[config.mk]
export PLATFORM = sky130hd
export DESIGN_NAME = bct_front
export DESIGN_NICKNAME = d
export VERILOG_FILES = /design/src/rtl/core/assert_macros.svh /design/src/rtl/core/bct_pkg.sv /design/src/rtl/core/bct_front.sv
export SDC_FILE = /design/constraint.sdc
export NUM_CORES = 1
export LEC_CHECK = 0
export BUFFER_PORTS_ARGS = -buffer_cell sky130_fd_sc_hd__buf_2
export CAP_MARGIN = 10
export CELL_PAD_IN_SITES_DETAIL_PLACEMENT = 1
export CELL_PAD_IN_SITES_GLOBAL_PLACEMENT = 1
export CORE_UTILIZATION = 47
export CTS_BUF_LIST = sky130_fd_sc_hd__clkbuf_16
export DETAILED_ROUTE_END_ITERATION = 7
export PLACE_DENSITY = 0.87
export SYNTH_ARGS = -nofsm -noshare
export SYNTH_HDL_FRONTEND = slang
export SYNTH_SLANG_ARGS = --single-unit
[constraint.sdc]
create_clock -name clk -period 8.6 [get_ports clk]
set_input_delay 0 -clock clk [delete_from_list [all_inputs] [get_ports clk]]
set_output_delay 0 -clock clk [all_outputs]
set_load 0.1 [all_outputs]
[src/rtl/core/assert_macros.svh]
// assertion helpers used by the rtl
`ifndef ASSERT_MACROS_SVH
`define ASSERT_MACROS_SVH

// implication checked on every rising edge outside reset
`define BCT_ASSERT_IMP(lbl, clk, rst, ante, cons, msg) \
  lbl: assert property (@(posedge clk) disable iff (rst) (ante) |-> (cons)) \
    else $error(msg);

// implication with the consequent checked in the cycle after the antecedent
`define BCT_ASSERT_NXT(lbl, clk, rst, ante, cons, msg) \
  lbl: assert property (@(posedge clk) disable iff (rst) (ante) |=> (cons)) \
    else $error(msg);

`endif

[src/rtl/core/bct_pkg.sv]
`timescale 1ns / 1ps
`default_nettype none

package bct_pkg;

  localparam int TABLE_DEPTH = 64;
  localparam int IDX_W       = $clog2(TABLE_DEPTH);
  localparam int CNT_W       = $clog2(TABLE_DEPTH + 1);
  localparam int SLOT_W      = 6;
  localparam int QUEUE_DEPTH = 2;
  localparam int QPTR_W      = $clog2(QUEUE_DEPTH);
  localparam int QCNT_W      = $clog2(QUEUE_DEPTH + 1);

  // command codes
  localparam logic [2:0] CMD_FIND   = 3'd0;
  localparam logic [2:0] CMD_ADD    = 3'd1;
  localparam logic [2:0] CMD_REMOVE = 3'd2;
  localparam logic [2:0] CMD_SET    = 3'd3;
  localparam logic [2:0] CMD_CLEAR  = 3'd4;

  // status codes
  localparam logic [1:0] ST_OK      = 2'd0;
  localparam logic [1:0] ST_NOMATCH = 2'd1;
  localparam logic [1:0] ST_FULL    = 2'd2;
  localparam logic [1:0] ST_EMPTY   = 2'd3;

  typedef enum logic [2:0] {
    OP_FIND, OP_ADD, OP_REMOVE, OP_SET, OP_CLEAR, OP_NOP
  } op_t;

  typedef struct packed {
    logic [2:0]        cmd;
    logic [31:0]       src_ip;
    logic [31:0]       dst_ip;
    logic [15:0]       sport;
    logic [15:0]       dport;
    logic [15:0]       mport;
    logic [SLOT_W-1:0] slot;
  } in_word_t;

  typedef struct packed {
    logic [1:0]        status;
    logic              fwd_found;
    logic [SLOT_W-1:0] fwd_slot;
    logic              rev_found;
    logic [SLOT_W-1:0] rev_slot;
  } out_word_t;

  // classified request as held in the queue
  typedef struct packed {
    op_t               op;
    logic [31:0]       src_ip;
    logic [31:0]       dst_ip;
    logic [15:0]       sport;
    logic [15:0]       dport;
    logic [15:0]       mport;
    logic [SLOT_W-1:0] slot;
  } job_t;

  typedef struct packed {
    logic valid;
    job_t job;
  } head_t;

  // stored tuple and insertion stamp
  typedef struct packed {
    logic [31:0] src_addr;
    logic [31:0] dst_addr;
    logic [15:0] src_prt;
    logic [15:0] dst_prt;
    logic [31:0] stamp;
  } entry_t;

  // slot number as reported, masked to the field width
  function automatic logic [SLOT_W-1:0] to_slot(input logic [IDX_W-1:0] idx);
    logic [IDX_W+SLOT_W-1:0] ext;
    ext = (IDX_W + SLOT_W)'(idx);
    return ext[SLOT_W-1:0];
  endfunction

endpackage

`default_nettype wire

[src/rtl/core/bct_front.sv]
`timescale 1ns / 1ps
`default_nettype none

module bct_front (
  input  wire logic              clk,
  input  wire logic              rst,
  input  wire logic              start,
  input  wire bct_pkg::in_word_t item,
  output logic                   busy,
  output bct_pkg::head_t         head,
  input  wire logic              pop
);

  bct_pkg::job_t            q_word [bct_pkg::QUEUE_DEPTH];
  logic [bct_pkg::QPTR_W-1:0] wr_ptr;
  logic [bct_pkg::QPTR_W-1:0] rd_ptr;
  logic [bct_pkg::QCNT_W-1:0] count;
  bct_pkg::job_t            job_in;
  logic                     push;

  // classify the command word
  always_comb begin
    job_in.src_ip = item.src_ip;
    job_in.dst_ip = item.dst_ip;
    job_in.sport  = item.sport;
    job_in.dport  = item.dport;
    job_in.mport  = item.mport;
    job_in.slot   = item.slot;
    unique case (item.cmd)
      bct_pkg::CMD_FIND:   job_in.op = bct_pkg::OP_FIND;
      bct_pkg::CMD_ADD:    job_in.op = bct_pkg::OP_ADD;
      bct_pkg::CMD_REMOVE: job_in.op = bct_pkg::OP_REMOVE;
      bct_pkg::CMD_SET:    job_in.op = bct_pkg::OP_SET;
      bct_pkg::CMD_CLEAR:  job_in.op = bct_pkg::OP_CLEAR;
      default:             job_in.op = bct_pkg::OP_NOP;
    endcase
  end

  assign busy       = (count == bct_pkg::QCNT_W'(bct_pkg::QUEUE_DEPTH));
  assign push       = start && !busy;
  assign head.valid = (count != '0);
  assign head.job   = q_word[rd_ptr];

  // queue storage
  always_ff @(posedge clk) begin
    if (push) begin
      q_word[wr_ptr] <= job_in;
    end
  end

  // queue pointers
  always_ff @(posedge clk) begin
    if (rst) begin
      wr_ptr <= '0;
      rd_ptr <= '0;
      count  <= '0;
    end else begin
      if (push) begin
        wr_ptr <= wr_ptr + 1'b1;
      end
      if (pop) begin
        rd_ptr <= rd_ptr + 1'b1;
      end
      if (push && !pop) begin
        count <= count + 1'b1;
      end else if (pop && !push) begin
        count <= count - 1'b1;
      end
    end
  end

endmodule

`default_nettype wire

==> results of run 1 <==
[cells by family after synthesis]
group / after synthesis / share of synthesized area
xor+xnor: 3 / 0.00292
compound gates: 5 / 0.00306
fa+ha+maj: 1 / 0.00139
flops: 247 / 0.820
simple gates: 10 / 0.00585
mux: 121 / 0.152
buf+inv: 17 / 0.0155
[per-stage QoR]
stage	std cells	hold WS [ns]
after floorplan	404	0.0691
after global placement	874	0.188
after detailed placement	874	0.191
after CTS	1047	0.196
after global routing	1047	0.214
final	1047	0.219
[where the power goes]
part	switching (W)	leakage, nW	internal (W)
sequential	0.0000470	2.30	0.00146
combinational	0.000834	2.04	0.000201
clock	0.000445	0.410	0.000563
[worst reg2reg max path, cell delays in order (launching register included)]
cell,delay (ns)
dfxtp_1,0.44
nor2b_1,0.12
nor2_1,0.23
and2_4,0.73
buf_4,0.81
[cells in the final DEF, fill, tap and decap left out]
cell type      Yosys  layout
a21o_1             1       1
a21oi_1            2       2
and2_4             0       1
buf_2              3     247
buf_4              1       3
clkbuf_16          0      27
clkinv_1           0       7
clkinv_2           0       6
dfxtp_1            5       4
dfxtp_4            0       1
dlygate4sd3_1      0     125
edfxtp_1         242     242
ha_1               1       1
inv_1              3      10
inv_4              0       1
mux2_2           121     121
nor2_1             4       4
nor2b_1            2       2
o21ai_0            2       2
or2_2              1       1
or3_1              2       2
xnor2_1            1       1
xor2_1             2       2
[worst max-delay path by stage]
stage               slack (ns)  depth (start not counted)                   from                       end
floorplan                 4.26                          3  count[1]$_SDFFE_PP0P_    q_word[1][0]$_DFFE_PP_
global placement          6.00                          4  count[0]$_SDFFE_PP0P_  q_word[0][112]$_DFFE_PP_
detailed placement        5.83                          4  count[0]$_SDFFE_PP0P_   q_word[0][47]$_DFFE_PP_
CTS                       5.57                          3              flip-flop                  head[94]
global route              5.42                          3              flip-flop                  head[89]
finish                    5.59                          3              flip-flop                  head[89]
[sequential cells by signal (all words and copies together), names as in the netlist, named ones only]
name    flops
q_word    242
count       2
rd_ptr      1
wr_ptr      1
[layout make-up]
cell class              instances  share of cell area
repair buffers                375               0.202
flip-flops and latches        247               0.593
well taps                     234              0.0235
multi-input cells             140               0.119
inverters                       3             0.00111
clock inverters                21             0.00694
clock buffers                  27              0.0543
[layer usage]
layer / vias up / GRT usage / part of all wire
li1: 2377 / - / -
met1: 2649 / 0.257 / 0.36
met2: 211 / 0.494 / 0.57
met3: 30 / 0.0492 / 0.057
met4: 0 / 0.0584 / 0.017
met5: - / 0 / 0
[what timing repair did]
item                                   CTS  global route
setup buffers                            0             0
hold buffers                           125             0
endpoints found under the hold margin  247             0
==> flow_summary.toml, run 1 <==
[run_status]
status = "finished clean"

[power]
power_density_mw_per_mm2 = 286
finalPower_w = 0.00355
power.leakage_nw = 4.75
ir_worst_vdd_v = 0.000201

[placement]
port_buffers = 247
dpl_worst_slack_ns = 5.83
dpl-instance-area_sq_mm = 0.0104
post-dp-hpwl_um = 12700
place.gp.congestion = 0.766

[timing]
setup_ws_ns = 5.59
slew_headroom = 0.397
setup_tns_ns = 0
min_period_over_period = 0.350
rsz0062_at_grt = "false"
setup_viol = 0
worst_pin_slew_ns = 0.904
fmax_mhz = 332
slew_violations = 0
fin_skew_ns = 0.00742
finalCriticalPeriod_ns = 3.01
hold_viol = 0

[die]
coreArea_sq_mm = 0.0187
die_h_um = 140
ios = 248
initial_core_util = 0.480
dieArea_sq_mm = 0.0197
die_w_um = 140
rows = 50

[setup_path]
regToRegStartpoint = "count[0]$_SDFFE_PP0P_"
arrival_ns = 3.01
r2r-end = "q_word[1][109]$_DFFE_PP_"
cp_top_family = "buffers and inverters"
worstPathMaxFanout = 63
end_kind = "output pin"
max_stage_delay_ns = 0.87
regToRegSetupSlack_ns = 5.79
crit_type = "flip-flop to output pin"
slowest_stage = "dfxtp_4"
ff2ff_path_depth = 4
required_ns = 8.60
worst-path-buf-inv = 2
crit_path_start_kind = "flip-flop"
cp_cell_sequence = "buf_4 > mux2_2 > buf_2"

[min_path]
hold_end = "q_word[1][60]$_DFFE_PP_"
min_path_type = "input pin to flip-flop"
min_from = "item[60]"
holdPathStages = 2

[clock_network]
clockBufferDepth = 3
clkLatencyLatePin_ns = 0.50
clock-sinks = 247
cts_resized = 0
cts_tree = "done"
clk_pin_slew_worst_paths_ns = 0.07
cts_max_level = 1
clock-root-buffer = "clkbuf_16"
numCtsBuffers = 26

[synthesis]
synth_edf_count = 242
syn_inst = 404
synth_warnings = 0
yosysUniqueCellTypes = 19
syn_nets = 530
netlist_area_sq_mm = 0.00899
yosysTopAreaCell = "edfxtp_1"
avgSynthCellArea_sq_um = 22.2
synth_top_area_frac = 0.809
synth_common_cells = "242 x edfxtp_1, 121 x mux2_2, 9 x buf_6, 5 x dfxtp_1, 4 x nor2_1"
synth_most_common_cell = "edfxtp_1"
ys_seq_elements = 247
ys.flop_type = "edfxtp_1"
ys_top_cells_by_area = "edfxtp_1 81%, mux2_2 15%, buf_6 1.1%"
ys_seq_area_frac = 0.820
ys_async_sr_fraction = 0

[job]
cap_violations = 0

[drt]
drtAntennaViolNets = 0
post-route-drc-count = 0
drt-wirelength-per-cell_um = 23.0
routed_wl_um = 24100
drtPass1Iterations = 4
avgViaCountPerCell = 5.03
drt_iter0_drc = 216
num_vias = 5267

[cells_and_area]
multi_input_area_sq_mm = 0.00148
antenna_cells = 0
nNetsFinal = 919
area_delta_synth_final_pct = 38.3
fillers = 1650
design_area_sq_mm = 0.0124
final_core_util = 0.665
register_area_sq_mm = 0.00737
drive_above_1_share = 0.502

[global_routing]
grt_antenna_before_repair = 0
grt.total_usage = 0.245
grt_max_degree = 65
grt-ovfl-total = 0
grt_pass1_wl_um = 35800
grt_pass1_vias = 6173
No activity file was read; power rests on OpenSTA's default activity.
==> inputs of run 2 (changes only) <==
Settings changed: ABC_AREA set to 1, CORE_UTILIZATION 47 to 40, PLACE_DENSITY 0.87 to 0.79.
Clock period 8.6 ns to 2.6 ns, I/O delays scaled along.
==> run 2 against run 1 <==
  * The flow now finishes with violations (DRC)
  * Largest power group unchanged
  * Synthesized cell count rose by 2.7%
  * Hold slack got worse by 0.017 ns
  * Flip-flop and latch count did not move
  * Critical path depth is the same
  * Utilization decreased by 8.5 points
  * Clock power grew to 3.6 times the previous value
  * Routed wire length fell by 7.5%
  * Via count is 1.1% higher
  * Sequential power rose to 3.2 times the previous value
  * Synthesized area grew 0.22%
==> flow_summary.toml, run 2 <==
[synthesis]
syn_inst = 415
ys.flop_type = "edfxtp_1"
yosysUniqueCellTypes = 17
synth_edf_count = 242
synth_top_area_frac = 0.807
ys_async_sr_fraction = 0
yosysTopAreaCell = "edfxtp_1"
syn_nets = 541
ys_seq_elements = 247
ys_seq_area_frac = 0.818
synth_most_common_cell = "edfxtp_1"
synth_warnings = 0
netlist_area_sq_mm = 0.00901
avgSynthCellArea_sq_um = 21.7
ys_top_cells_by_area = "edfxtp_1 81%, mux2_2 15%, buf_6 1.1%"
synth_common_cells = "242 x edfxtp_1, 121 x mux2_2, 10 x inv_1, 9 x buf_6, 9 x nor2_1"

[cells_and_area]
regMostFlops = "q_word"
largest_registers = "q_word (242), count (2)"
final_core_util = 0.579
design_area_sq_mm = 0.0127
area_delta_synth_final_pct = 41.2
nNetsFinal = 934
final_common_cell = "buf_2"
drive_above_1_share = 0.506
layout_common_cells = "247 x buf_2, 242 x edfxtp_1, 126 x dlygate4sd3_1"
largest_reg_flops = 242

[run_status]
violations = "DRC"
status = "complete, but fails checks"

[power]
power_density_mw_per_mm2 = 907
power.leakage_nw = 4.85
ir_worst_vdd_v = 0.000646

[clock_network]
cts_max_level = 1
clock-sinks = 247
clock-root-buffer = "clkbuf_16"
clkLatencyLatePin_ns = 0.52
clk_pin_slew_worst_paths_ns = 0.06
clockBufferDepth = 3
cts_tree = "done"
numCtsBuffers = 26

[drt]
drtAntennaViolNets = 0
post-route-drc-count = 34
drt-wirelength-per-cell_um = 20.1
routed_wl_um = 22300
drt_iter0_drc = 257
avgViaCountPerCell = 4.80
drtPass1Iterations = 7
num_vias = 5326

[setup_path]
cp_cell_sequence = "buf_12 > mux2_2 > buf_2"
required_ns = 2.60
arrival_ns = 2.31
end_kind = "output pin"
slowest_stage = "dfxtp_4"
max_stage_delay_ns = 0.72
crit_type = "flip-flop to output pin"
worstPathMaxFanout = 45
crit_path_start_kind = "flip-flop"

[job]
cap_violations = 0

[global_routing]
grt_pass1_wl_um = 34400
met1_usage = 0.208
grt_antenna_before_repair = 1
met3_usage = 0.0442
grt_pass1_vias = 6220
grt-ovfl-total = 0
grt-busiest-layer = "met2"
grt_max_degree = 66
grt.total_usage = 0.192
grtUsageMet2 = 0.368

[die]
ios = 248
rows = 54
die_h_um = 152
initial_core_util = 0.410
die_w_um = 152
dieArea_sq_mm = 0.0231
coreArea_sq_mm = 0.0220

[min_path]
min_path_type = "input pin to flip-flop"

[placement]
dpl-instance-area_sq_mm = 0.0106
place.gp.congestion = 0.728
port_buffers = 247
post-dp-hpwl_um = 13100

[timing]
fin_skew_ns = 0.0106
fmax_mhz = 433
finalCriticalPeriod_ns = 2.31
setup_viol = 0
slew_headroom = 0.608
slew_violations = 0
rsz0062_at_grt = "false"
min_period_over_period = 0.888
worst_pin_slew_ns = 0.587
hold_viol = 0
## run 2: cell types whose count changed after synthesis
cell	change
and2_1	-1
a21oi_1	-1
nand4_1	+1
or2_2	-1
nand3_1	+1
nor2b_1	-2
o21ai_0	+1
inv_1	+7
or3_1	-2
xor2_1	-2
nor2_1	+5
nand2_1	+5
## run 2: path summary, 6_finish.rpt
path / startpoint / endpoint / slack (ns) / cells after the start
min reg2reg: rd_ptr$_SDFFE_PP0P_ / rd_ptr$_SDFFE_PP0P_ / 0.55 / 2
max reg2reg: count[1]$_SDFFE_PP0P_ / q_word[0][71]$_DFFE_PP_ / 0.85 / 4
max: flip-flop / head[78] / 0.29 / 3
min: item[19] / q_word[1][19]$_DFFE_PP_ / 0.20 / 2
## run 2: logic make-up (layout without fill, tap and decap cells)
logic type      count (synthesis)  in the layout  share of synthesized area
other cells                     0              1                          0
xor+xnor                        1              1                   0.000973
simple gates                   16             16                    0.00708
flops                         247            247                      0.818
buf+inv                        24            437                     0.0183
fa+ha+maj                       1              1                    0.00139
compound gates                  5              5                    0.00306
mux                           121            121                      0.151
## run 2: final cells by class
type | instances | area (sq um)
fill | 2010 | 9240
sequential | 247 | 7370
timing repair buffer | 379 | 2620
multi-input combinational | 144 | 1500
clock buffer | 26 | 651
tap | 280 | 350
clock inverter | 22 | 188
inverter | 10 | 37.5
antenna | 1 | 2.50
## run 2: worst max-delay path: cells and delay by family, from the launching register on
family	cells	cell delay [ns]
buffers and inverters	2	0.61
muxes	1	0.39
DFF	1	0.72
## run 2: what timing repair did
action / 4_1_cts / 5_1_grt
gates resized for setup: 0 / 0
hold endpoints to repair: 259 / 0
hold buffers: 126 / 0
buffers inserted: 0 / 0
## run 2: metal layers
| metal | share of wire | wire length, um | up-vias |
|---|---|---|---|
| li1 | - | - | 2424 |
| met5 | 0 | 0 | - |
| met3 | 0.059 | 1310 | 42 |
| met4 | 0.026 | 590 | 0 |
| met2 | 0.56 | 12400 | 206 |
| met1 | 0.36 | 8010 | 2654 |
## run 2: metrics by stage
stage          instances  hold slack (ns)  total power, W  setup WS (ns)  setup TNS [ns]
6_report            1109            0.202          0.0115          0.292               0
5_1_grt             1109            0.177          0.0119          0.165               0
4_1_cts             1108            0.173          0.0116          0.248               0
3_5_place_dp         934            0.191         0.00784          0.822               0
3_3_place_gp         934            0.186         0.00776          0.870               0
2_1_floorplan        415           0.0724         0.00733        -0.0861          -18.46
## run 2: power breakdown
part	leakage (nW)	switching [W]	internal (W)
combinational	2.11	0.00241	0.000643
clock	0.443	0.00150	0.00212
sequential	2.30	0.000116	0.00475
total	4.85	0.00403	0.00751
==> inputs of run 3 (changes only) <==
Settings changed: SETUP_SLACK_MARGIN set to 0.5.
==> run 3 against run 2 <==
  * The run still ends with DRC left
  * Final area grew 0.84%
  * Critical path type unchanged
  * Fmax grew 15%
  * Die area is the same
  * Hold slack lost 0.0022 ns
  * Setup slack gained 0.30 ns
  * Non-clock buffer count grew 8
  * Largest cell class unchanged
  * Flip-flop and latch count is the same
  * Clock skew is essentially flat
==> flow_summary.toml, run 3 (synthesized netlist as in run 2, its figures left out) <==
[cells_and_area]
largest_reg_flops = 242
register_area_sq_mm = 0.00737
fillers = 2003
final_core_util = 0.584
drive_above_1_share = 0.511
final_common_cell = "buf_2"
multi_input_area_sq_mm = 0.00150
finalNonFillerCells = 1118
layout_common_cells = "247 x buf_2, 242 x edfxtp_1, 126 x dlygate4sd3_1"
regMostFlops = "q_word"
design_area_sq_mm = 0.0128
nNetsFinal = 942
area_delta_synth_final_pct = 42.4
largest_registers = "q_word (242), count (2)"

[die]
coreArea_sq_mm = 0.0220
rows = 54
die_h_um = 152
die_w_um = 152
ios = 248
initial_core_util = 0.410
dieArea_sq_mm = 0.0231

[setup_path]
ff2ff_path_depth = 4
required_ns = 2.60
slowest_stage = "dfxtp_4"
cp_cell_sequence = "buf_16 > mux2_2 > buf_2"
regToRegStartpoint = "count[1]$_SDFFE_PP0P_"
crit_end = "head[78]"
max_stage_delay_ns = 0.48
r2r-end = "q_word[0][68]$_DFFE_PP_"
regToRegSetupSlack_ns = 0.85
worstPathMaxFanout = 45
end_kind = "output pin"
crit_path_start_kind = "flip-flop"
arrival_ns = 2.01
crit_type = "flip-flop to output pin"

[power]
ir_worst_vdd_v = 0.000645
power_density_mw_per_mm2 = 903
power.leakage_nw = 4.91

[placement]
place.gp.congestion = 0.728
post-dp-hpwl_um = 13100
port_buffers = 247
place_inst = 934
dpl-instance-area_sq_mm = 0.0106
dpl_worst_slack_ns = 0.822

[timing]
setup_viol = 0
fin_skew_ns = 0.0105
setup_tns_ns = 0
fmax_mhz = 498
rsz0062_at_grt = "false"
hold_viol = 0
worst_pin_slew_ns = 0.534
slew_headroom = 0.643
min_period_over_period = 0.772
finalCriticalPeriod_ns = 2.01
slew_violations = 0
setup_ws_ns = 0.593

[clock_network]
clkLatencyLatePin_ns = 0.52
clockBufferDepth = 3
clk_pin_slew_worst_paths_ns = 0.06
cts_tree = "done"
cts_max_level = 1
clock-sinks = 247
clock-root-buffer = "clkbuf_16"
numCtsBuffers = 26

[run_status]
violations = "DRC"
status = "complete, but fails checks"

[global_routing]
grt_antenna_before_repair = 2
grt_pass1_wl_um = 34600
grt.total_usage = 0.194
grt-ovfl-total = 0
grt_pass1_vias = 6249
grt_max_degree = 66

[drt]
routed_wl_um = 22700
drtAntennaViolNets = 0
avgViaCountPerCell = 4.79
drt_iter0_drc = 241
drt-wirelength-per-cell_um = 20.3
num_vias = 5357
post-route-drc-count = 34
drtPass1Iterations = 6

[job]
cap_violations = 0

[min_path]
min_path_type = "input pin to flip-flop"
## run 3: cell types whose count changed in the layout (fill, tap and decap cells not counted), sizes merged
cell and delta:
buf +8, diode +1
## run 3: power by group
group          switching (W)  internal (W)  leakage [nW]
combinational        0.00244      0.000671          2.16
sequential          0.000101       0.00475          2.30
clock                0.00150       0.00212         0.443
## run 3: worst max-delay path: cells and delay by family (launching register included)
family,cells,cell delay [ns]
buffers and inverters,2,0.56
multiplexers,1,0.39
flip-flops,1,0.48
## run 3: final cells by class
class / count / area share
Antenna cell: 2 / 0.000390
Clock buffer: 26 / 0.0507
Clock inverter: 22 / 0.0146
Inverter: 10 / 0.00293
Multi-Input combinational cell: 144 / 0.117
Sequential cell: 247 / 0.575
Tap cell: 280 / 0.0273
Timing Repair Buffer: 387 / 0.212
## run 3: per-stage QoR
| stage | hold slack, ns | power [W] |
|---|---|---|
| 6_report | 0.200 | 0.0116 |
| 5_1_grt | 0.176 | 0.0119 |
| 4_1_cts | 0.173 | 0.0116 |
| 3_5_place_dp | 0.191 | 0.00784 |
| 3_3_place_gp | 0.186 | 0.00776 |
| 2_1_floorplan | 0.0724 | 0.00733 |
## run 3: worst min path at each step
stage | start | to | slack, ns | cells past startpoint
6_report | item[19] | q_word[1][19]$_DFFE_PP_ | 0.20 | 2
5_1_grt | item[19] | q_word[1][19]$_DFFE_PP_ | 0.18 | 2
4_1_cts | item[49] | q_word[1][49]$_DFFE_PP_ | 0.17 | 2
3_5_place_dp | item[19] | q_word[1][19]$_DFFE_PP_ | 0.19 | 1
3_3_place_gp | rst | flip-flop | 0.19 | 2
2_1_floorplan | rst | flip-flop | 0.07 | 1
## run 3: repair_timing
| item | in CTS | in global routing |
|---|---|---|
| resized for setup | 1 | 0 |
| endpoints found under the hold margin | 259 | 0 |
| setup endpoints to repair | 83 | 29 |
| buffers inserted | 2 | 6 |
| hold buffers | 126 | 0 |
## run 3: per-layer routing
layer,GRT usage,wire (um),vias to the layer above
li1,-,-,2442
met1,0.209,8350,2666
met2,0.367,12300,200
met3,0.0459,1370,49
met4,0.0734,635,0
met5,0,0,-
